==> config.mk <==
export PLATFORM = sky130hd
export DESIGN_NAME = sss_front
export DESIGN_NICKNAME = d
export VERILOG_FILES = /design/src/structural_state_step_assert.svh /design/src/sss_pkg.sv /design/src/sss_front.sv
export SDC_FILE = /design/constraint.sdc
export NUM_CORES = 1
export LEC_CHECK = 0
export ABC_CLOCK_PERIOD_IN_PS = 13640
export BUFFER_PORTS_ARGS = -buffer_cell sky130_fd_sc_hd__buf_2
export CORE_UTILIZATION = 45
export CTS_BUF_LIST = sky130_fd_sc_hd__clkbuf_4 sky130_fd_sc_hd__clkbuf_8 sky130_fd_sc_hd__clkbuf_16
export CTS_CLUSTER_SIZE = 16
export DETAILED_ROUTE_END_ITERATION = 8
export PLACE_DENSITY = 0.74
export SLEW_MARGIN = 10
export SYNTH_ARGS = -nofsm -noshare
export SYNTH_HDL_FRONTEND = slang
export SYNTH_SLANG_ARGS = --single-unit
export TNS_END_PERCENT = 50
==> constraint.sdc <==
create_clock -name clk_i -period 13.64 [get_ports clk_i]
set_clock_uncertainty 0.15 [all_clocks]
set_input_delay 3.41 -clock clk_i [delete_from_list [all_inputs] [get_ports clk_i]]
set_output_delay 3.41 -clock clk_i [all_outputs]
set_load 0.005 [all_outputs]
==> src/structural_state_step_assert.svh <==
// assertion macros for the structural state step block
`ifndef STRUCTURAL_STATE_STEP_ASSERT_SVH
`define STRUCTURAL_STATE_STEP_ASSERT_SVH
`ifndef SYNTHESIS
`define SSS_ASSERT(lbl, prop, msg) \
  lbl: assert property (@(posedge clk_i) disable iff (!rst_ni) (prop)) else $error(msg);
`define SSS_ASSERT_NEXT(lbl, ante, cons, msg) \
  lbl: assert property (@(posedge clk_i) disable iff (!rst_ni) (ante) |=> (cons)) \
    else $error(msg);
`else
`define SSS_ASSERT(lbl, prop, msg)
`define SSS_ASSERT_NEXT(lbl, ante, cons, msg)
`endif
`endif

==> src/sss_pkg.sv <==
// shared types and constants of the structural state step block
package sss_pkg;

  localparam int unsigned NormW = 38;
  localparam int unsigned AccW  = 50;

  typedef enum logic [1:0] {
    EV_NORMAL   = 2'd0,
    EV_COLLAPSE = 2'd1,
    EV_ERROR    = 2'd2
  } event_e;

  typedef enum logic [2:0] {
    CFG_ENERGY_GAIN   = 3'd0,
    CFG_MEMORY_GAIN   = 3'd1,
    CFG_ENERGY_DECAY  = 3'd2,
    CFG_MEMORY_DECAY  = 3'd3,
    CFG_RECOVERY_RATE = 3'd4,
    CFG_ENERGY_STRESS = 3'd5,
    CFG_MEMORY_STRESS = 3'd6,
    CFG_STABILITY_MAX = 3'd7
  } cfg_idx_e;

  typedef enum logic [4:0] {
    ST_IDLE, ST_C0, ST_C1, ST_C2, ST_C3, ST_C4, ST_C5, ST_C6, ST_C7, ST_C8,
    ST_C9, ST_C10, ST_C11, ST_C12, ST_C13, ST_C14, ST_C15, ST_C16, ST_C17, ST_FIN
  } seq_e;

  typedef struct packed {
    logic             is_load;
    logic             bad_count;
    logic [15:0]      dt;
    logic [NormW-1:0] norm2;
    logic [31:0]      load_energy;
    logic [31:0]      load_memory;
    logic [31:0]      load_stability;
  } cmd_t;

  typedef struct packed {
    logic [23:0] alpha;
    logic [23:0] beta;
    logic [15:0] eta;
    logic [15:0] gamma;
    logic [15:0] rho;
    logic [15:0] lphi;
    logic [15:0] lm;
    logic [31:0] kmax;
  } cfg_t;

  typedef struct packed {
    event_e      ev;
    logic [31:0] energy;
    logic [31:0] memory;
    logic [31:0] stability;
    logic [31:0] steps;
    logic        terminal;
  } res_t;

endpackage

==> src/sss_front.sv <==
// front end: squares and sums delta elements, builds step and load commands
module sss_front #(
  parameter int VECTOR_LEN  = 8,
  parameter int DELTA_LIMIT = 0
) (
  input  logic                clk_i,
  input  logic                rst_ni,
  input  logic                accept_i,
  input  logic                operation_i,
  input  logic signed [15:0]  delta_value_i,
  input  logic                last_element_i,
  input  logic [15:0]         time_step_i,
  input  logic [31:0]         load_energy_i,
  input  logic [31:0]         load_memory_i,
  input  logic [31:0]         load_stability_i,
  output logic                cmd_push_o,
  output sss_pkg::cmd_t       cmd_o
);
  import sss_pkg::*;

  localparam logic [NormW-1:0] CapSq = NormW'(DELTA_LIMIT * DELTA_LIMIT);

  logic [NormW-1:0] acc_q, acc_d, sum, norm2;
  logic [7:0]       cnt_q, cnt_d, cnt_new;
  logic             ov_q, ov_d, ov_new, cnt_full, bad;
  logic signed [31:0] sq;

  assign sq       = delta_value_i * delta_value_i;
  assign sum      = acc_q + {{(NormW-31){1'b0}}, sq[30:0]};
  assign cnt_full = (cnt_q == 8'hFF);
  assign cnt_new  = cnt_full ? cnt_q : cnt_q + 8'd1;
  assign ov_new   = ov_q | cnt_full;
  assign bad      = ov_new | (cnt_new != 8'(VECTOR_LEN));
  assign norm2    = (DELTA_LIMIT != 0 && sum > CapSq) ? CapSq : sum;

  always_comb begin
    acc_d = acc_q;
    cnt_d = cnt_q;
    ov_d  = ov_q;
    if (accept_i) begin
      if (operation_i || last_element_i) begin
        acc_d = '0;
        cnt_d = '0;
        ov_d  = 1'b0;
      end else begin
        acc_d = sum;
        cnt_d = cnt_new;
        ov_d  = ov_new;
      end
    end
  end

  assign cmd_push_o           = accept_i & (operation_i | last_element_i);
  assign cmd_o.is_load        = operation_i;
  assign cmd_o.bad_count      = bad;
  assign cmd_o.dt             = time_step_i;
  assign cmd_o.norm2          = norm2;
  assign cmd_o.load_energy    = load_energy_i;
  assign cmd_o.load_memory    = load_memory_i;
  assign cmd_o.load_stability = load_stability_i;

  always_ff @(posedge clk_i or negedge rst_ni) begin
    if (!rst_ni) begin
      acc_q <= '0;
      cnt_q <= '0;
      ov_q  <= 1'b0;
    end else begin
      acc_q <= acc_d;
      cnt_q <= cnt_d;
      ov_q  <= ov_d;
    end
  end

endmodule

# Word level (Yosys, flattened, before mapping)
# Cells that the tools add are included.
# word_totals
out_inout_bits	153
in_bits	133
register_bits	47
wordCells	17
# op_classes
n_mul	1
n_bitwise	4
addsub	2
eq_ne	2
muxes	4
n_reduce_logical	1
# ops
cell	count
$add 38x31->38	1
$mux 38	1
$mul 16x16->31	1
$mux 8	2
$add 8x1->8 const B	1
$eq 8x8->1 const B	1
$ne 8x4->1 const B	1
$or 1x1->1	3
$and 1x1->1	1
$logic_or 1x1->1	1
$mux 1	1

# Longest topological paths before layout
# Gate-level depths: netlist (run 1).
# logic_depth
depth_word	4
ltp_mapped	34
mapped_depth_nobuf	32

# Worst setup path before layout (run 1)
# Ideal clock, no wire load.
# synth_path
kind	input port to output port
start	input port delta_value_i[15]
end	output port cmd_o[132] (netlist name)
t_required_ns	10.080
arrival_time_ns	10.552
path_slack_ns	-0.472
stages	28
cell_sequence	clkbuf_1 -> clkbuf_1 -> nand2_1 -> fa_1 -> inv_1 -> fa_1 -> fa_1 -> fa_1 -> fa_1 -> inv_1 -> fa_1 -> inv_1 -> ha_1 -> and2_1 -> a22o_1 -> nor4_1 -> nor4b_2 -> a311o_1 -> a41oi_2 -> and2b_1 -> xnor2_1 -> ha_1 -> clkbuf_1 -> nand4_1 -> a2111oi_4 -> or2_4 -> and3_1 -> xor2_1
# synth_rtl
element	line_no	source
start, declared	sss_front.sv:10	input logic signed [15:0] delta_value_i,
end, declared	sss_front.sv:17	output sss_pkg::cmd_t cmd_o

==> reports/qor.yml, run 1 <==
route:
  drc: 0
  postRouteAntennaNets: 0
  routed_wl_mm: 35.4
  drtPass1Iterations: 5
  drt_iter0_markers: 515
  wl_per_cell_um: 16.6
  vias_per_cell: 5.29
  vias: 11300
cts:
  clockBufferDepth: 2
  clockRootBuffer: "clkbuf_16"
  cts_sinks: 47
  cts.clk_slew.worst_paths_ns: 0.06
  htree_num_levels: 2
  clk_latency_ns: 0.30
  postCtsHoldBufs: 0
  numCtsBuffers: 5
  tritoncts: "built"
global_routing:
  grt_pass1_wl_mm: 57.4
  grt_util_all_layers_pct: 22.8
  grt_pass1_vias: 11900
  grt-ovfl-total: 0
  antenna_found_initial: 0
  grt_max_degree: 48
sta:
  whs_ns: 0.368
  hold_viol_final: 0
  relSlewSlack_pct: 53.6
  drv_slew: 0
  tns_ns: -6.50
  max_slew.worst_pin.slew_ns: 0.694
  worst_slack_ns: -0.565
  finalSetupViolations: 18
  rsz0062_at_grt: "true"
  fin_crit_sh_pct: 104
  fmax_mhz: 70.4
  fin_crit_ns: 14.21
synthesis:
  ys_types: 69
  netlist_area_um2: 13600
  synthTopCellsByArea: "fa_1, ha_1, inv_1, dfrtp_1, buf_4"
  synth_cells: 1537
  synth_ff_type: "dfrtp_1"
  synth_edf_count: 0
  seq_area_frac_synth_pct: 8.66
  avgSynthCellArea_um2: 8.83
  async_reset_ff_share_pct: 100
  synth_area_leader_cell: "fa_1"
  ys_ff_latch: 47
  synth_nets: 2024
  yosysTopAreaCellShare_pct: 33.3
  synth_common_cells: "inv_1, fa_1, ha_1, nand2_1, buf_4"
  ys_warn_count: 0
  synth_most_common_cell: "inv_1"
worst_hold_path:
  worstHoldPathType: "flip-flop to flip-flop"
floorplan:
  start_util_pct: 45.8
  die_h_um: 176
  die_area_um2: 30900
  io_pins: 286
  die_w_um: 176
  rows: 63
  coreArea_um2: 29600
setup_path:
  cp.depth: 30
  critPathCaptureType: "output pin"
  criticalPathCategory: "input pin to output pin"
  r2r-start: "acc_q[2]"
  crit_top_cell: "fa_1"
  cp.required_ns: 10.08
  crit_arrival_ns: 10.65
  regToRegSetupSlack_ns: 10.66
  crit_start: "delta_value_i[5]"
  r2r_cells: 11
  crit_end: "cmd_o[132]"
  startpoint_type: "input pin"
  crit_fanout: 5
  crit_buf_inv: 8
  rr_endpoint: "acc_q[35]"
  cpPeakStageDelay_ns: 0.53
  slowest_stage: "fa_1"
  cp_top_family: "adder cells"
placed_design:
  io_buffers: 61
  gp_congestion: 0.921
  place_hpwl_mm: 28.2
  pre_cts_slack_ns: -0.580
layout:
  multi_input_area_um2: 11000
  drive_gt1_share_pct: 30.1
  area_delta_synth_final_pct: 23.3
  ff_latch_area_um2: 1180
  fillers: 2504
  fin_nets: 2224
  num_antenna_cells: 0
flow_run:
  maxCapViolations: 0
status:
  violations: "negative setup slack"
  status: "finished, violations left"
==> worst min-delay path by stage <==
stage	start	endpoint	slack, ns	depth (start not counted)
floorplan	ov_q	ov_q	0.32	2
global placement	ov_q	ov_q	0.34	2
detailed placement	ov_q	ov_q	0.35	2
CTS	ov_q	ov_q	0.37	2
global route	acc_q[15]	acc_q[15]	0.39	1
finish	ov_q	ov_q	0.37	2
==> placed cells by master (no fill, tap or decap), types with 8 or more instances in the layout <==
| cell | count |
|---|---|
| inv_1 | 310 |
| buf_4 | 257 |
| fa_1 | 220 |
| ha_1 | 115 |
| nand2_1 | 103 |
| nor2_1 | 64 |
| xnor2_1 | 49 |
| dfrtp_1 | 47 |
| buf_2 | 46 |
| a21oi_1 | 45 |
| buf_6 | 33 |
| a22o_1 | 31 |
| and2_1 | 26 |
| a21o_1 | 25 |
| xor2_1 | 21 |
| inv_2 | 18 |
| o21ai_0 | 18 |
| nand3_1 | 17 |
| a21oi_2 | 12 |
| o21a_1 | 12 |
| nand2_2 | 11 |
| o21ai_1 | 11 |
| and3_1 | 11 |
| o21bai_1 | 10 |
| ha_4 | 10 |
| o21ai_2 | 9 |
| nand4_1 | 9 |
| nor2_2 | 8 |
| xnor2_2 | 8 |
| a31o_2 | 8 |
| nor3_1 | 8 |
==> kinds of logic (layout without fill, tap and decap cells) <==
family,Yosys count,after routing,share of synthesized area (%)
and+or+nand+nor,320,320,11.2
muxes,1,1,0.0829
xor gates and xnor gates,84,84,5.42
buffers and inverters,483,684,16.5
adders and majority gates,354,354,45.1
DFF,47,47,8.66
AOI/OAI and AO/OA,248,248,13.0
==> worst register-to-register path, cell delays in order, from the launching register on <==
cell      delay (ns)
dfrtp_1         0.38
ha_1            0.36
a31o_2          0.23
a21oi_1         0.31
o211ai_1        0.17
a21boi_2        0.24
buf_4           0.17
o21a_1          0.18
o21ai_1         0.16
buf_4           0.18
a21o_1          0.17
a41oi_1         0.19
==> registers in the layout (all words and copies together), names as in the netlist <==
name   flops
cnt_q      8
ov_q       1
acc_q     38
==> cell type report <==
cell class	instances	area share (%)
timing repair buffer	345	16.2
inverter	331	7.46
clock buffer	5	0.747
multi-input combinational	1007	65.4
tap	390	2.92
clock inverter	3	0.262
sequential	47	7.03
==> stage by stage <==
step | util (%) | std cells | cell area, µm²
after floorplan | - | 1537 | 13700
after global placement | 51.7 | 2082 | 15300
after detailed placement | 51.7 | 2082 | 15300
after CTS | 54.4 | 2112 | 16100
after global routing | 56.5 | 2128 | 16700
final | 56.5 | 2128 | 16700
==> timing repair <==
| item | 4_1_cts | 5_1_grt |
|---|---|---|
| gates cloned | 0 | 1 |
| buffers inserted | 23 | 16 |
| gates resized for setup | 118 | 112 |
| endpoints found under the setup margin | 20 | 24 |
| pin swaps | 63 | 75 |
==> per-layer routing <==
metal  vias up  global-route usage, %  share of wire (%)
met4         0                   5.47                2.8
met1      5698                   29.2                 40
met5         -                      0                  0
met2       328                   40.6                 52
met3        83                   3.12                4.8
li1       5144                      -                  -
Power of run 1 is not shown: default switching activity piles up to over one toggle a cycle in this logic, so the estimate is an artifact.
==> run 2, diff against run 1 <==
- ABC_CLOCK_PERIOD_IN_PS: 13640 -> 18300
- PLACE_DENSITY: 0.74 -> 0.72
- SLEW_MARGIN: 10 -> 20
- clock period: 13.64 -> 18.3 ns (I/O delays scaled with it)
==> run 2 against run 1 <==
Against the previous run:
- register-to-register slack improved by 4.7 ns
- the flow now finishes without violations
- global-route usage decreased by 2.6 points
- critical endpoint is now cmd_o[126]
- final area decreased by 19%
- cell count decreased by 13%
- clock-buffer cell count unchanged
- highest routed layer unchanged
- setup slack improved by 1.8 ns
- sequential cell count unchanged
- non-clock buffer count decreased by 281
- die area unchanged
- sequential share of layout area increased by 1.7 points
==> reports/qor.yml, run 2 (same netlist as run 1, synthesis figures left out) <==
status:
  status: "complete, no violations"  # was finished, violations left
route:
  met2_length_mm: 14.6  # was 18.4 mm
  vias_per_cell: 5.28  # was 5.29
  drtPass1Iterations: 5  # unchanged
  postRouteAntennaNets: 0  # unchanged
  wl_met1_mm: 12.8  # was 14.2 mm
  vias: 9761  # was 11300
  routed_wl_mm: 29.5  # was 35.4 mm
  drt_iter0_markers: 529  # was 515
  drc: 0  # unchanged
  route.met3.wl_mm: 1.56  # was 1.71 mm
  wl_per_cell_um: 16.0  # was 16.6 µm
  dr.max_layer_used: "met4"  # unchanged
cts:
  cts.clk_slew.worst_paths_ns: 0.07  # was 0.06 ns
  numCtsBuffers: 5  # unchanged
  post_cts_buffers: 0  # was 23
  clockRootBuffer: "clkbuf_16"  # unchanged
  tritoncts: "built"  # unchanged
  clockBufferDepth: 2  # unchanged
  postCtsHoldBufs: 0  # unchanged
  htree_num_levels: 2  # unchanged
  post_cts_resized: 0  # was 118
  cts_sinks: 47  # unchanged
  clk_latency_ns: 0.30  # about the same
global_routing:
  grt_pass1_vias: 10300  # was 11900
  grt-ovfl-total: 0  # unchanged
  grt_pass1_wl_mm: 50.4  # was 57.4 mm
  grt_max_degree: 48  # unchanged
  grt_util_all_layers_pct: 20.2  # was 22.8%
  antenna_found_initial: 0  # unchanged
setup_path:
  crit_arrival_ns: 12.36  # was 10.65 ns
  cp.required_ns: 13.58  # was 10.08 ns
  r2r_cells: 9  # was 11
  cp.depth: 31  # was 30
  cpPeakStageDelay_ns: 0.52  # was 0.53 ns
  rr_endpoint: "acc_q[31]"  # was acc_q[35]
  cp_top_family: "adder cells"  # unchanged
  crit_fanout: 18  # was 5
  slowest_stage: "fa_1"  # unchanged
  startpoint_type: "input pin"  # unchanged
  regToRegSetupSlack_ns: 15.36  # was 10.66 ns
  crit_buf_inv: 8  # unchanged
  critPathCaptureType: "output pin"  # unchanged
  crit_start: "delta_value_i[9]"  # was delta_value_i[5]
  r2r-start: "acc_q[2]"  # unchanged
  criticalPathCategory: "input pin to output pin"  # unchanged
  crit_end: "cmd_o[126]"  # was cmd_o[132]
floorplan:
  die_area_um2: 30900  # unchanged
  coreArea_um2: 29600  # unchanged
  die_h_um: 176  # unchanged
  start_util_pct: 45.8  # unchanged
  die_w_um: 176  # unchanged
  rows: 63  # unchanged
  io_pins: 286  # unchanged
layout:
  drive_gt1_share_pct: 6.79  # was 30.1%
  fin_nets: 1943  # was 2224
  final_cell_count_no_fill: 1847  # was 2128
  largestRegisters: "acc_q x38, cnt_q x8, ov_q x1"  # unchanged
  num_antenna_cells: 0  # unchanged
  area_delta_synth_final_pct: -0.212  # was 23.3%
  final_cell_mix: "inv_1, fa_1, ha_1, nand2_1, nor2_1"  # was inv_1, buf_4, fa_1, ha_1, nand2_1
  top_register: "acc_q"  # unchanged
  largest_register_ffs: 38  # unchanged
  final_common_cell: "inv_1"  # unchanged
placed_design:
  io_buffers: 61  # unchanged
  place_hpwl_mm: 24.7  # was 28.2 mm
  gp_congestion: 0.888  # was 0.921
  place_inst: 1839  # was 2082
sta:
  fin_crit_ns: 17.08
  hold_viol_final: 0  # unchanged
  finalSetupViolations: 0  # was 18
  tns_ns: 0  # was -6.50 ns
  whs_ns: 0.369  # was 0.368 ns
  drv_slew: 0  # unchanged
  relSlewSlack_pct: 54.1  # was 53.6%
  fmax_mhz: 58.5
  rsz0062_at_grt: "false"  # was true
  fin_crit_sh_pct: 93.3
  max_slew.worst_pin.slew_ns: 0.687  # was 0.694 ns
worst_hold_path:
  worstHoldPathType: "flip-flop to flip-flop"  # unchanged
flow_run:
  maxCapViolations: 0  # unchanged
run 2: how the worst min path moves through the flow:
| stage | cells past startpoint | startpoint | endpoint | slack (ns) |
|---|---|---|---|---|
| final | 1 | acc_q[4] | acc_q[4] | 0.37 |
| after CTS | 2 | acc_q[25] | acc_q[25] | 0.37 |
| after global routing | 1 | acc_q[20] | acc_q[20] | 0.38 |
| after detailed placement | 1 | acc_q[0] | acc_q[0] | 0.35 |
| after floorplan | 2 | ov_q | ov_q | 0.32 |
| after global placement | 1 | acc_q[0] | acc_q[0] | 0.35 |
run 2: worst register-to-register path, delay by kind of cell, from the launching register on:
kind,cells,cell delay (ns)
and+or+nand+nor,1,0.09
AOI/OAI and AO/OA,7,1.83
adders and majority gates,1,0.36
DFF,1,0.39
run 2: metal layers:
metal,track usage (%),vias to the layer above
met5,0,-
met4,4.57,0
met3,2.79,50
met2,34.6,278
met1,27.0,4866
li1,-,4567
run 2: layout make-up:
class / count / area (µm²)
flip-flops and latches: 47 / 1180
well taps: 390 / 488
clock buffers: 5 / 125
repair buffers: 64 / 328
fillers: 2932 / 16100
clock inverters: 3 / 25.0
multi-input cells: 1007 / 10200
inverters: 331 / 1240
run 2: stage by stage:
step	util, %	cell area (µm²)	setup WS (ns)
CTS	45.7	13500	1.24
global placement	45.2	13400	1.38
detailed placement	45.2	13400	1.28
floorplan	-	13600	1.86
finish	45.7	13500	1.22
global route	45.7	13500	0.797
Power of run 2 is left out for the same reason.
