## src/structural_state_step_assert.svh

```systemverilog
// assertion macros for the structural state step block
`ifndef STRUCTURAL_STATE_STEP_ASSERT_SVH
`define STRUCTURAL_STATE_STEP_ASSERT_SVH
`ifndef SYNTHESIS
`define SSS_ASSERT(lbl, prop, msg) \
  lbl: assert property (@(posedge clk_i) disable iff (!rst_ni) (prop)) else $error(msg);
`define SSS_ASSERT_NEXT(lbl, ante, cons, msg) \
  lbl: assert property (@(posedge clk_i) disable iff (!rst_ni) (ante) |=> (cons)) \
    else $error(msg);
`else
`define SSS_ASSERT(lbl, prop, msg)
`define SSS_ASSERT_NEXT(lbl, ante, cons, msg)
`endif
`endif

```

## src/sss_pkg.sv

```systemverilog
// shared types and constants of the structural state step block
package sss_pkg;

  localparam int unsigned NormW = 38;
  localparam int unsigned AccW  = 50;

  typedef enum logic [1:0] {
    EV_NORMAL   = 2'd0,
    EV_COLLAPSE = 2'd1,
    EV_ERROR    = 2'd2
  } event_e;

  typedef enum logic [2:0] {
    CFG_ENERGY_GAIN   = 3'd0,
    CFG_MEMORY_GAIN   = 3'd1,
    CFG_ENERGY_DECAY  = 3'd2,
    CFG_MEMORY_DECAY  = 3'd3,
    CFG_RECOVERY_RATE = 3'd4,
    CFG_ENERGY_STRESS = 3'd5,
    CFG_MEMORY_STRESS = 3'd6,
    CFG_STABILITY_MAX = 3'd7
  } cfg_idx_e;

  typedef enum logic [4:0] {
    ST_IDLE, ST_C0, ST_C1, ST_C2, ST_C3, ST_C4, ST_C5, ST_C6, ST_C7, ST_C8,
    ST_C9, ST_C10, ST_C11, ST_C12, ST_C13, ST_C14, ST_C15, ST_C16, ST_C17, ST_FIN
  } seq_e;

  typedef struct packed {
    logic             is_load;
    logic             bad_count;
    logic [15:0]      dt;
    logic [NormW-1:0] norm2;
    logic [31:0]      load_energy;
    logic [31:0]      load_memory;
    logic [31:0]      load_stability;
  } cmd_t;

  typedef struct packed {
    logic [23:0] alpha;
    logic [23:0] beta;
    logic [15:0] eta;
    logic [15:0] gamma;
    logic [15:0] rho;
    logic [15:0] lphi;
    logic [15:0] lm;
    logic [31:0] kmax;
  } cfg_t;

  typedef struct packed {
    event_e      ev;
    logic [31:0] energy;
    logic [31:0] memory;
    logic [31:0] stability;
    logic [31:0] steps;
    logic        terminal;
  } res_t;

endpackage

```

## src/sss_cmd_fifo.sv

```systemverilog
// two-entry command queue between front and back
module sss_cmd_fifo (
  input  logic          clk_i,
  input  logic          rst_ni,
  input  logic          push_i,
  input  sss_pkg::cmd_t data_i,
  input  logic          pop_i,
  output sss_pkg::cmd_t data_o,
  output logic          full_o,
  output logic          empty_o
);
  import sss_pkg::*;

  cmd_t       mem_q [2];
  logic       wptr_q, rptr_q;
  logic [1:0] cnt_q;
  logic       do_push, do_pop;

  assign full_o  = (cnt_q == 2'd2);
  assign empty_o = (cnt_q == 2'd0);
  assign do_push = push_i & ~full_o;
  assign do_pop  = pop_i & ~empty_o;
  assign data_o  = mem_q[rptr_q];

  always_ff @(posedge clk_i) begin
    if (do_push) begin
      mem_q[wptr_q] <= data_i;
    end
  end

  always_ff @(posedge clk_i or negedge rst_ni) begin
    if (!rst_ni) begin
      wptr_q <= 1'b0;
      rptr_q <= 1'b0;
      cnt_q  <= 2'd0;
    end else begin
      if (do_push) wptr_q <= ~wptr_q;
      if (do_pop) rptr_q <= ~rptr_q;
      cnt_q <= cnt_q + {1'b0, do_push} - {1'b0, do_pop};
    end
  end

endmodule

```

## config.mk

```make
export PLATFORM = sky130hd
export DESIGN_NAME = sss_cmd_fifo
export DESIGN_NICKNAME = d
export VERILOG_FILES = /design/src/structural_state_step_assert.svh /design/src/sss_pkg.sv /design/src/sss_cmd_fifo.sv
export SDC_FILE = /design/constraint.sdc
export NUM_CORES = 1
export LEC_CHECK = 0
export ABC_AREA = 1
export BUFFER_PORTS_ARGS = -buffer_cell sky130_fd_sc_hd__buf_2
export CAP_MARGIN = 0
export CORE_UTILIZATION = 52
export CTS_CLUSTER_SIZE = 10
export DETAILED_ROUTE_END_ITERATION = 16
export PLACE_DENSITY_LB_ADDON = 0.12
export SLEW_MARGIN = 5
export SYNTH_ARGS = -nofsm -noshare
export SYNTH_HDL_FRONTEND = slang
export SYNTH_SLANG_ARGS = --single-unit
```

## constraint.sdc

```tcl
create_clock -name clk_i -period 9.75 [get_ports clk_i]
set_input_delay 0.975 -clock clk_i [delete_from_list [all_inputs] [get_ports clk_i]]
set_output_delay 0.975 -clock clk_i [all_outputs]
set_load 0.01 [all_outputs]
```

; ---- After elaboration in Yosys (flattened, before gate mapping)
; Memory sizes are Yosys's and may differ from the RTL's.
; Index checks and enable logic that the tools add are counted.
[totals]
register_bits = 4
ramBits = 304
inputBits = 156
out_inout_bits = 154
memories = 1
[memory_table]
columns = memory, words, word_bits, read_ports, rd_ports_with_merged_regs, write_ports, line
row1 = mem_q, 2, 152, 1, 0, 1, sss_cmd_fifo.sv:14  ; cmd_t mem_q [2];
[op_classes]
addsub = 2
n_eq_ne = 1
muxes = 2
bitwise = 6
reduce_logical = 1
[op_table]
columns = operator, n
row1 = $not A1 Y1, 4
row2 = $add A2 B1 Y2, 1
row3 = $and A1 B1 Y1, 2
row4 = $eq A2 B2 Y1 const B, 1
row5 = $logic_not A2 Y1, 1
row6 = $mux W1, 2
row7 = $sub A2 B1 Y2, 1

; ---- Depth between registers and ports, before layout
; Gate-level depths: netlist of run 1.
[logic_depth]
ltp_word = 5
depth_mapped = 10
depth_no_buf = 10

; ---- Worst setup path before layout of run 1
; No wires, ideal clock.
[synth_timing]
path_kind = input to register
startpoint = in push_i
endpoint = mem mem_q[1][0] (netlist name) (enable)
setup_ns = 0.665
arrival_time_ns = 7.368
required_ns = 9.085
setup_slack_ns = 1.716
stages = 2
path_buffers = 0
path_cell_list = nand2_1 > nor2_1
[synth_between]
elab_chain_cells = 3
[synth_lines]
columns = item, line
row1 = "start, declared", sss_cmd_fifo.sv:5  ; input logic push_i,
row2 = $and A1 B1 Y1, sss_cmd_fifo.sv:21  ; assign do_push = push_i & ~full_o;
row3 = $mux W1, sss_cmd_fifo.sv:26  ; if (do_push) begin
row4 = $mux W1 (implied by the code), sss_cmd_fifo.sv:27  ; mem_q[wptr_q] <= data_i;
row5 = "end, declared", sss_cmd_fifo.sv:14
; Every way passes these cells.

==> results.toml, run 1 <==
[finish]
fin_util = 0.661
final_layout_size_suffix_gt1_frac = 0.308
fillers = 1617
syn_to_final_growth_pct = 24.1
fin_nets = 1304
fin_cells = 1432

[pwr]
vdd_drop_max_mv = 0.176
p_leak_nw = 6.07
power_per_cell_area_mw_per_mm2 = 309

[synth]
synth.most_common_cell = "nand2_1"
synth_top_cell_by_area = "edfxtp_1"
synth_cell_types = 11
synthTopCellsByCount = "nand2_1 (469), edfxtp_1 (304), buf_2 (23)"
synth-seq-cells = 308
yosysTopAreaCellShare = 0.810
syn_nets = 985
syn_area_mm2 = 0.0113
ys_seq_area_frac = 0.819
async_flop_share = 0.0130
synth_cells = 827
ys_warn_count = 0
synth_edf_count = 304
synth_area_leaders = "edfxtp_1 (81%), nand2_1 (16%), buf_2 (1.0%)"
avgSynthCellArea_um2 = 13.6
synth_ff_type = "edfxtp_1"

[route]
wl_met2_mm = 11.0
wl_mm = 23.0
viasPerCell = 4.90
wl_per_cell_um = 16.0
postRouteAntennaNets = 0
dr.pass1.iters = 5
drc = 0
highest_layer = "met5"
wl_met1_mm = 9.03
num_vias = 7017
first_iter_violations = 362
dr_wl_met3_mm = 2.35

[sta]
slew_viol_final = 0
fmax_mhz = 232
period_needed_ns = 4.32
setup_viol = 0
grt_setup_unrepaired = "no"
fin_crit_sh = 0.443
hold_viol = 0
fin_hold_ws_ns = 0.279
finalSetupTns_ns = 0
skew_ns = 0.0181
slew_headroom = 0.190
tightest_slew_ns = 1.21

[run_status]
status = "finished clean"

[die]
start_util = 0.533
rows = 53
core-area_mm2 = 0.0212
fp.dieArea_mm2 = 0.0223
die_y_um = 149
die_w_um = 149
num_io_pins = 310

[cts]
cts-root-buf = "clkbuf_16"
cts_buffer_depth = 3
clock_latency_ns = 0.50
numCtsBuffers = 36
cts_tree = "built"
cts-resized-gates = 0
cts.clk_slew.worst_paths_ns = 0.06
postCtsHoldBufs = 0
post_cts.repair.setup_buffers = 0
h-tree-depth = 2
clock_sinks = 308

[critical_path]
arrival_ns = 3.34
crit_required_ns = 8.78
endpoint_kind = "output port"
crit_type = "reg -> out"
worstPathMaxFanout = 109
start_kind = "flip-flop"

[global_route]
grt_max_degree = 110
grt_pass1_wl_mm = 34.0
grt_pass1_vias = 6495
gr-total-overflow = 0
grt_usage = 0.202
antenna_found_initial = 5

[placed_design]
gp_congestion = 0.769
dp_cells = 1383
dp_hpwl_mm = 14.1
port_buffers = 309

[hold_path]
min_path_type = "in -> async"

[run]
max_cap_viol_count = 0
[path summary, 6_finish.rpt]
path                       slack, ns  cells after the start   start          to
max                             5.43                      5  rptr_q  data_o[95]
min                             0.28                      1  rst_ni    cnt_q[1]
max reg2reg                     6.99                      4  rptr_q      rptr_q
min reg2reg                     0.48                      2  wptr_q      wptr_q
max in group asynchronous       9.32                      1  rst_ni      rptr_q
min in group clk_i              0.48                      2  wptr_q      wptr_q
[worst max-delay path, cell delays in order (launching register included)]
cell and delay (ns):
dfrtp_4 0.76, inv_4 0.52, buf_4 0.92, nand2_1 0.12, nand2_1 0.15, buf_2 0.15
[report_power, final]
part	total (mW)	internal, mW	switching, mW
registers	1.92	1.81	0.108
logic	1.27	0.410	0.860
clock network	1.13	0.676	0.457
total	4.32	2.90	1.43
[placed cells by master, fill, tap and decap left out, types with 2 or more instances in the layout]
master,instances
clkbuf_1,8
buf_2,309
diode_2,4
inv_1,9
clkbuf_16,37
nand2_1,469
buf_4,5
ha_1,2
dfrtp_1,3
edfxtp_1,304
nand3_1,3
[logic make-up (layout without fill, tap and decap cells)]
family | after synthesis | count (layout) | synth area share
flip-flops | 308 | 308 | 0.819
buffers and inverters | 44 | 370 | 0.0211
AND/OR/NAND/NOR | 473 | 473 | 0.158
adder cells (fa/ha/maj) | 2 | 2 | 0.00222
other | 0 | 4 | 0
[flip-flops by register name (all words and copies together) (netlist names)]
register,flops
mem_q,304
cnt_q,2
rptr_q,1
wptr_q,1
[metrics by stage]
stage,total power [mW],worst slack [ns],cell area [um^2]
detailed placement,3.24,5.98,13000
floorplan,2.74,1.72,11300
global placement,3.23,5.99,13000
global route,4.56,5.25,14000
CTS,4.38,5.44,14000
finish,4.32,5.43,14000
[cell type report]
type | instances | area [um^2] | area share
well taps | 275 | 344 | 0.0246
diodes | 4 | 10.0 | 0.000716
inverters | 11 | 48.8 | 0.00349
multi-input cells | 475 | 1810 | 0.130
clock buffers | 45 | 956 | 0.0683
repair buffers | 314 | 1580 | 0.113
flip-flops and latches | 308 | 9230 | 0.660
[routing by layer]
metal	vias to the layer above	global-route usage
met3	50	0.0703
met5	-	0
met2	291	0.325
met1	3255	0.256
li1	3419	-
met4	2	0.0658
(Power assumes the default switching activity.)
==> inputs of run 2 (changes only) <==
==> constraint.sdc (replaced) <==
create_clock -name clk_i -period 4.53 [get_ports clk_i]
set_input_delay 0.453 -clock clk_i [delete_from_list [all_inputs] [get_ports clk_i]]
set_output_delay 0.453 -clock clk_i [all_outputs]
set_load 0.01 [all_outputs]
==> run 2 against run 1 <==
Effect of this change: power is 120% higher; sequential power is 110% higher; sequential share of layout area fell by 0.27 points; clock power increased by 110%; highest routed layer unchanged.
==> results.toml, run 2 (synthesized netlist as in run 1, its figures left out) <==
[die]
start_util = 0.533
core-area_mm2 = 0.0212
fp.dieArea_mm2 = 0.0223
num_io_pins = 310
rows = 53
die_w_um = 149
die_y_um = 149

[critical_path]
crit_type = "reg -> out"
crit_required_ns = 4.08
ff2ff_path_depth = 4
path_buf_inv = 3
start_kind = "flip-flop"
worstPathMaxFanout = 66
r2r_setup_slack_ns = 2.36
arrival_ns = 2.73
crit_chain = "inv_4 -> buf_4 -> nand2_1 -> nand2_1 -> buf_2"
r2r-start = "rptr_q"
critPathTopFamily = "buffers and inverters"
reg2reg_to = "rptr_q"
slowest_delay_ns = 0.76
path_common_cell = "nand2_1"
crit_path_top_delay_cell = "dfrtp_4"
endpoint_kind = "output port"

[cts]
cts_buffer_depth = 3
post_cts.repair.setup_buffers = 0
cts.clk_slew.worst_paths_ns = 0.05
clock_latency_ns = 0.49
cts_tree = "built"
clock_sinks = 308
cts-root-buf = "clkbuf_16"
h-tree-depth = 2
numCtsBuffers = 36

[pwr]
vdd_drop_max_mv = 0.416
power_per_cell_area_mw_per_mm2 = 663
p_leak_nw = 6.09

[route]
wl_per_cell_um = 16.1
wl_mm = 23.2
first_iter_violations = 317
viasPerCell = 4.84
postRouteAntennaNets = 0
drc = 0
num_vias = 6965
dr.pass1.iters = 4

[global_route]
grt_pass1_vias = 6735
grt_usage = 0.205
grt_max_degree = 99
grt_pass1_wl_mm = 34.3
antenna_found_initial = 7
gr-total-overflow = 0

[finish]
largest_register_ffs = 304
reg.largest.list = "mem_q: 304 flops, cnt_q: 2 flops"
final_layout_size_suffix_gt1_frac = 0.309
layout_common_cells = "nand2_1 (469), buf_2 (309), edfxtp_1 (304)"
largest_register = "mem_q"
fin_cells = 1438
syn_to_final_growth_pct = 24.6
fin_nets = 1307
final_common_cell = "nand2_1"

[placed_design]
dp_hpwl_mm = 14.5
dp_cells = 1385
port_buffers = 309
gp_congestion = 0.735

[hold_path]
min_to = "mem_q[1][107]"
hold_start = "data_i[107]"
min_delay_path_depth = 1
min_path_type = "in -> reg"

[sta]
setup_viol = 0
slew_viol_final = 0
fmax_mhz = 314
slew_headroom = 0.355
finalSetupTns_ns = 0
period_needed_ns = 3.18
skew_ns = 0.0100
fin_hold_ws_ns = 0.149
hold_viol = 0
tightest_slew_ns = 0.967
grt_setup_unrepaired = "no"
fin_crit_sh = 0.703

[run_status]
status = "finished clean"

[run]
max_cap_viol_count = 0
[run 2: cell types whose count changed in the layout (fill, tap and decap cells not counted)]
cell and delta:
dlygate4sd3_1 +1, buf_12 +2, diode_2 +3
[run 2: stage by stage]
stage / cell area [um^2] / total power [mW] / util / setup slack [ns]
final: 14000 / 9.31 / 0.664 / 1.35
after global routing: 14000 / 9.86 / 0.663 / 1.13
after detailed placement: 13100 / 7.00 / 0.617 / 1.78
after global placement: 13100 / 6.97 / 0.617 / 1.73
after CTS: 14000 / 9.44 / 0.663 / 1.24
after floorplan: 11300 / 5.85 / - / 0.511
[run 2: routing by layer]
| layer | vias up | part of all wire | GRT usage |
|---|---|---|---|
| met5 | - | 0.00056 | 0 |
| met1 | 3213 | 0.40 | 0.255 |
| li1 | 3434 | - | - |
| met4 | 2 | 0.028 | 0.0883 |
| met3 | 48 | 0.085 | 0.0584 |
| met2 | 268 | 0.49 | 0.336 |
[run 2: worst max path at each step]
stage	depth (start not counted)	startpoint	to	slack [ns]
floorplan	3	wptr_q	mem_q[0][0]	0.51
global route	4	rptr_q	data_o[57]	1.13
detailed placement	5	rptr_q	data_o[118]	1.78
global placement	5	rptr_q	data_o[112]	1.73
finish	5	rptr_q	data_o[61]	1.35
CTS	5	rptr_q	data_o[96]	1.24
[run 2: what timing repair did]
item                                   CTS  global route
resized for setup                        0             0
hold buffers                             1             0
endpoints found under the hold margin    4             0
[run 2: layout make-up]
type / count / area [um^2]
multi-input cells: 475 / 1810
well taps: 275 / 344
repair buffers: 317 / 1630
inverters: 11 / 48.8
fillers: 1550 / 7110
clock buffers: 45 / 956
diodes: 7 / 17.5
flip-flops and latches: 308 / 9230
[run 2: where the power goes]
group | internal, mW | leakage [nW] | total [mW] | switching (mW)
logic | 0.903 | 2.75 | 2.78 | 1.88
registers | 3.89 | 2.88 | 4.12 | 0.225
clock network | 1.46 | 0.465 | 2.42 | 0.961
==> inputs of run 3 (changes only) <==
==> constraint.sdc (replaced) <==
create_clock -name clk_i -period 3.3 [get_ports clk_i]
set_input_delay 0.33 -clock clk_i [delete_from_list [all_inputs] [get_ports clk_i]]
set_output_delay 0.33 -clock clk_i [all_outputs]
set_load 0.01 [all_outputs]
==> run 3 against run 2 <==
Effect of this change: worst hold slack lost 0.13 ns; first-iteration DRC count grew 40%; global-route usage shrank 0.29 points; combinational power grew 44%.
==> results.toml, run 3 (synthesized netlist as in run 1, its figures left out) <==
[cts]
post_cts.repair.setup_buffers = 0
cts.clk_slew.worst_paths_ns = 0.05
cts_tree = "built"
clock_sinks = 308
numCtsBuffers = 37
cts-resized-gates = 0
cts-root-buf = "clkbuf_16"
h-tree-depth = 2
cts_buffer_depth = 3
clock_latency_ns = 0.50

[route]
wl_met1_mm = 9.26
dr.pass1.iters = 4
viasPerCell = 4.85
first_iter_violations = 444
postRouteAntennaNets = 0
wl_mm = 22.9
num_vias = 7059
dr_wl_met3_mm = 1.92
wl_per_cell_um = 15.7
wl_met2_mm = 10.9
highest_layer = "met5"
drc = 0

[placed_design]
dp_slack_ns = 1.32
dp_cells = 1385
port_buffers = 309
placed_area_mm2 = 0.0131
dp_hpwl_mm = 13.7
gp_congestion = 0.751

[pwr]
pwr-share-seq = 0.428
clkPwrFrac = 0.262
p_sw_frac = 0.330
power_per_cell_area_mw_per_mm2 = 904
power_switching_mw = 4.25
pwr-share-comb = 0.309
p_leak_nw = 6.18
finalPower_mw = 12.9
vdd_drop_max_mv = 0.828
p_int_mw = 8.64

[run_status]
status = "finished clean"

[finish]
largest_register_ffs = 304
fin_util = 0.674
syn_to_final_growth_pct = 26.5
layout_common_cells = "nand2_1 (469), buf_2 (309), edfxtp_1 (304)"
reg.largest.list = "mem_q: 304 flops, cnt_q: 2 flops"
final_area_mm2 = 0.0143
final_layout_size_suffix_gt1_frac = 0.307
fin_nets = 1324
final_common_cell = "nand2_1"
fin_cells = 1454
fillers = 1514
largest_register = "mem_q"

[global_route]
grt_usage = 0.202
gr-total-overflow = 0
grt_max_degree = 154
grt_pass1_vias = 6759
antenna_found_initial = 7
grt_pass1_wl_mm = 34.3

[run]
max_cap_viol_count = 0

[sta]
fin_crit_sh = 0.745
hold_viol = 0
slew_viol_final = 0
skew_ns = 0.0151
finalSetupTns_ns = 0
slew_headroom = 0.391
fin_hold_ws_ns = 0.0233
setup_viol = 0
period_needed_ns = 2.46
fmax_mhz = 407
grt_setup_unrepaired = "no"
tightest_slew_ns = 0.914
fin_ws_ns = 0.841

[die]
num_io_pins = 310
die_y_um = 149
die_w_um = 149
rows = 53
start_util = 0.533
core-area_mm2 = 0.0212
fp.dieArea_mm2 = 0.0223

[critical_path]
worstPathMaxFanout = 41
start_kind = "flip-flop"
crit_type = "reg -> out"
endpoint_kind = "output port"
crit_required_ns = 2.97
arrival_ns = 2.13

[hold_path]
min_path_type = "in -> reg"
## run 3: changes by cell type in the layout (fill, tap and decap cells not counted), sizes merged
cell,delta
diode,-3
clkbuf,-1
clkinv,+1
dlygate4sd3,+16
inv,+2
clkinvlp,+1
## run 3: worst max-delay path, stage by stage, from the launching register on
cell	delay, ns
dfrtp_4	0.50
inv_4	0.31
buf_4	0.46
nand2_1	0.11
nand2_1	0.09
buf_2	0.13
## run 3: cell type report
cell class	count	area (um^2)	area share
Tap cell	275	344	0.0241
Antenna cell	4	10.0	0.000702
Inverter	11	47.5	0.00333
Sequential cell	308	9230	0.647
Clock inverter	4	31.3	0.00219
Timing Repair Buffer	333	1830	0.128
Clock buffer	44	952	0.0668
Multi-Input combinational cell	475	1810	0.127
## run 3: power by group through the flow
stage | clock, mW | combinational [mW] | sequential [mW]
2_1_floorplan | 0 | 2.39 | 5.62
3_3_place_gp | 0 | 3.99 | 5.57
3_5_place_dp | 0 | 4.02 | 5.60
4_1_cts | 3.47 | 4.06 | 5.53
5_1_grt | 3.61 | 4.44 | 5.59
6_report | 3.38 | 3.99 | 5.52
## run 3: worst paths after layout
check	depth (start not counted)	start	slack [ns]	end
worst max register to register	5	cnt_q[0]	1.32	mem_q[0][36]
max in group asynchronous	2	rst_ni	2.95	rptr_q
min in group asynchronous	2	rst_ni	0.21	cnt_q[1]
worst max-delay path	5	rptr_q	0.84	data_o[7]
worst min register to register	2	wptr_q	0.47	wptr_q
worst min-delay path	1	data_i[119]	0.02	mem_q[1][119]
## run 3: timing repair
action | in CTS | in global routing
endpoints found under the hold margin | 32 | 1
hold buffers | 16 | 1
endpoints found under the setup margin | 0 | 0
## run 3: routing by layer
metal | global-route usage | vias up
met1 | 0.256 | 3271
li1 | - | 3462
met3 | 0.0612 | 59
met5 | 0 | -
met2 | 0.321 | 263
met4 | 0.0918 | 4
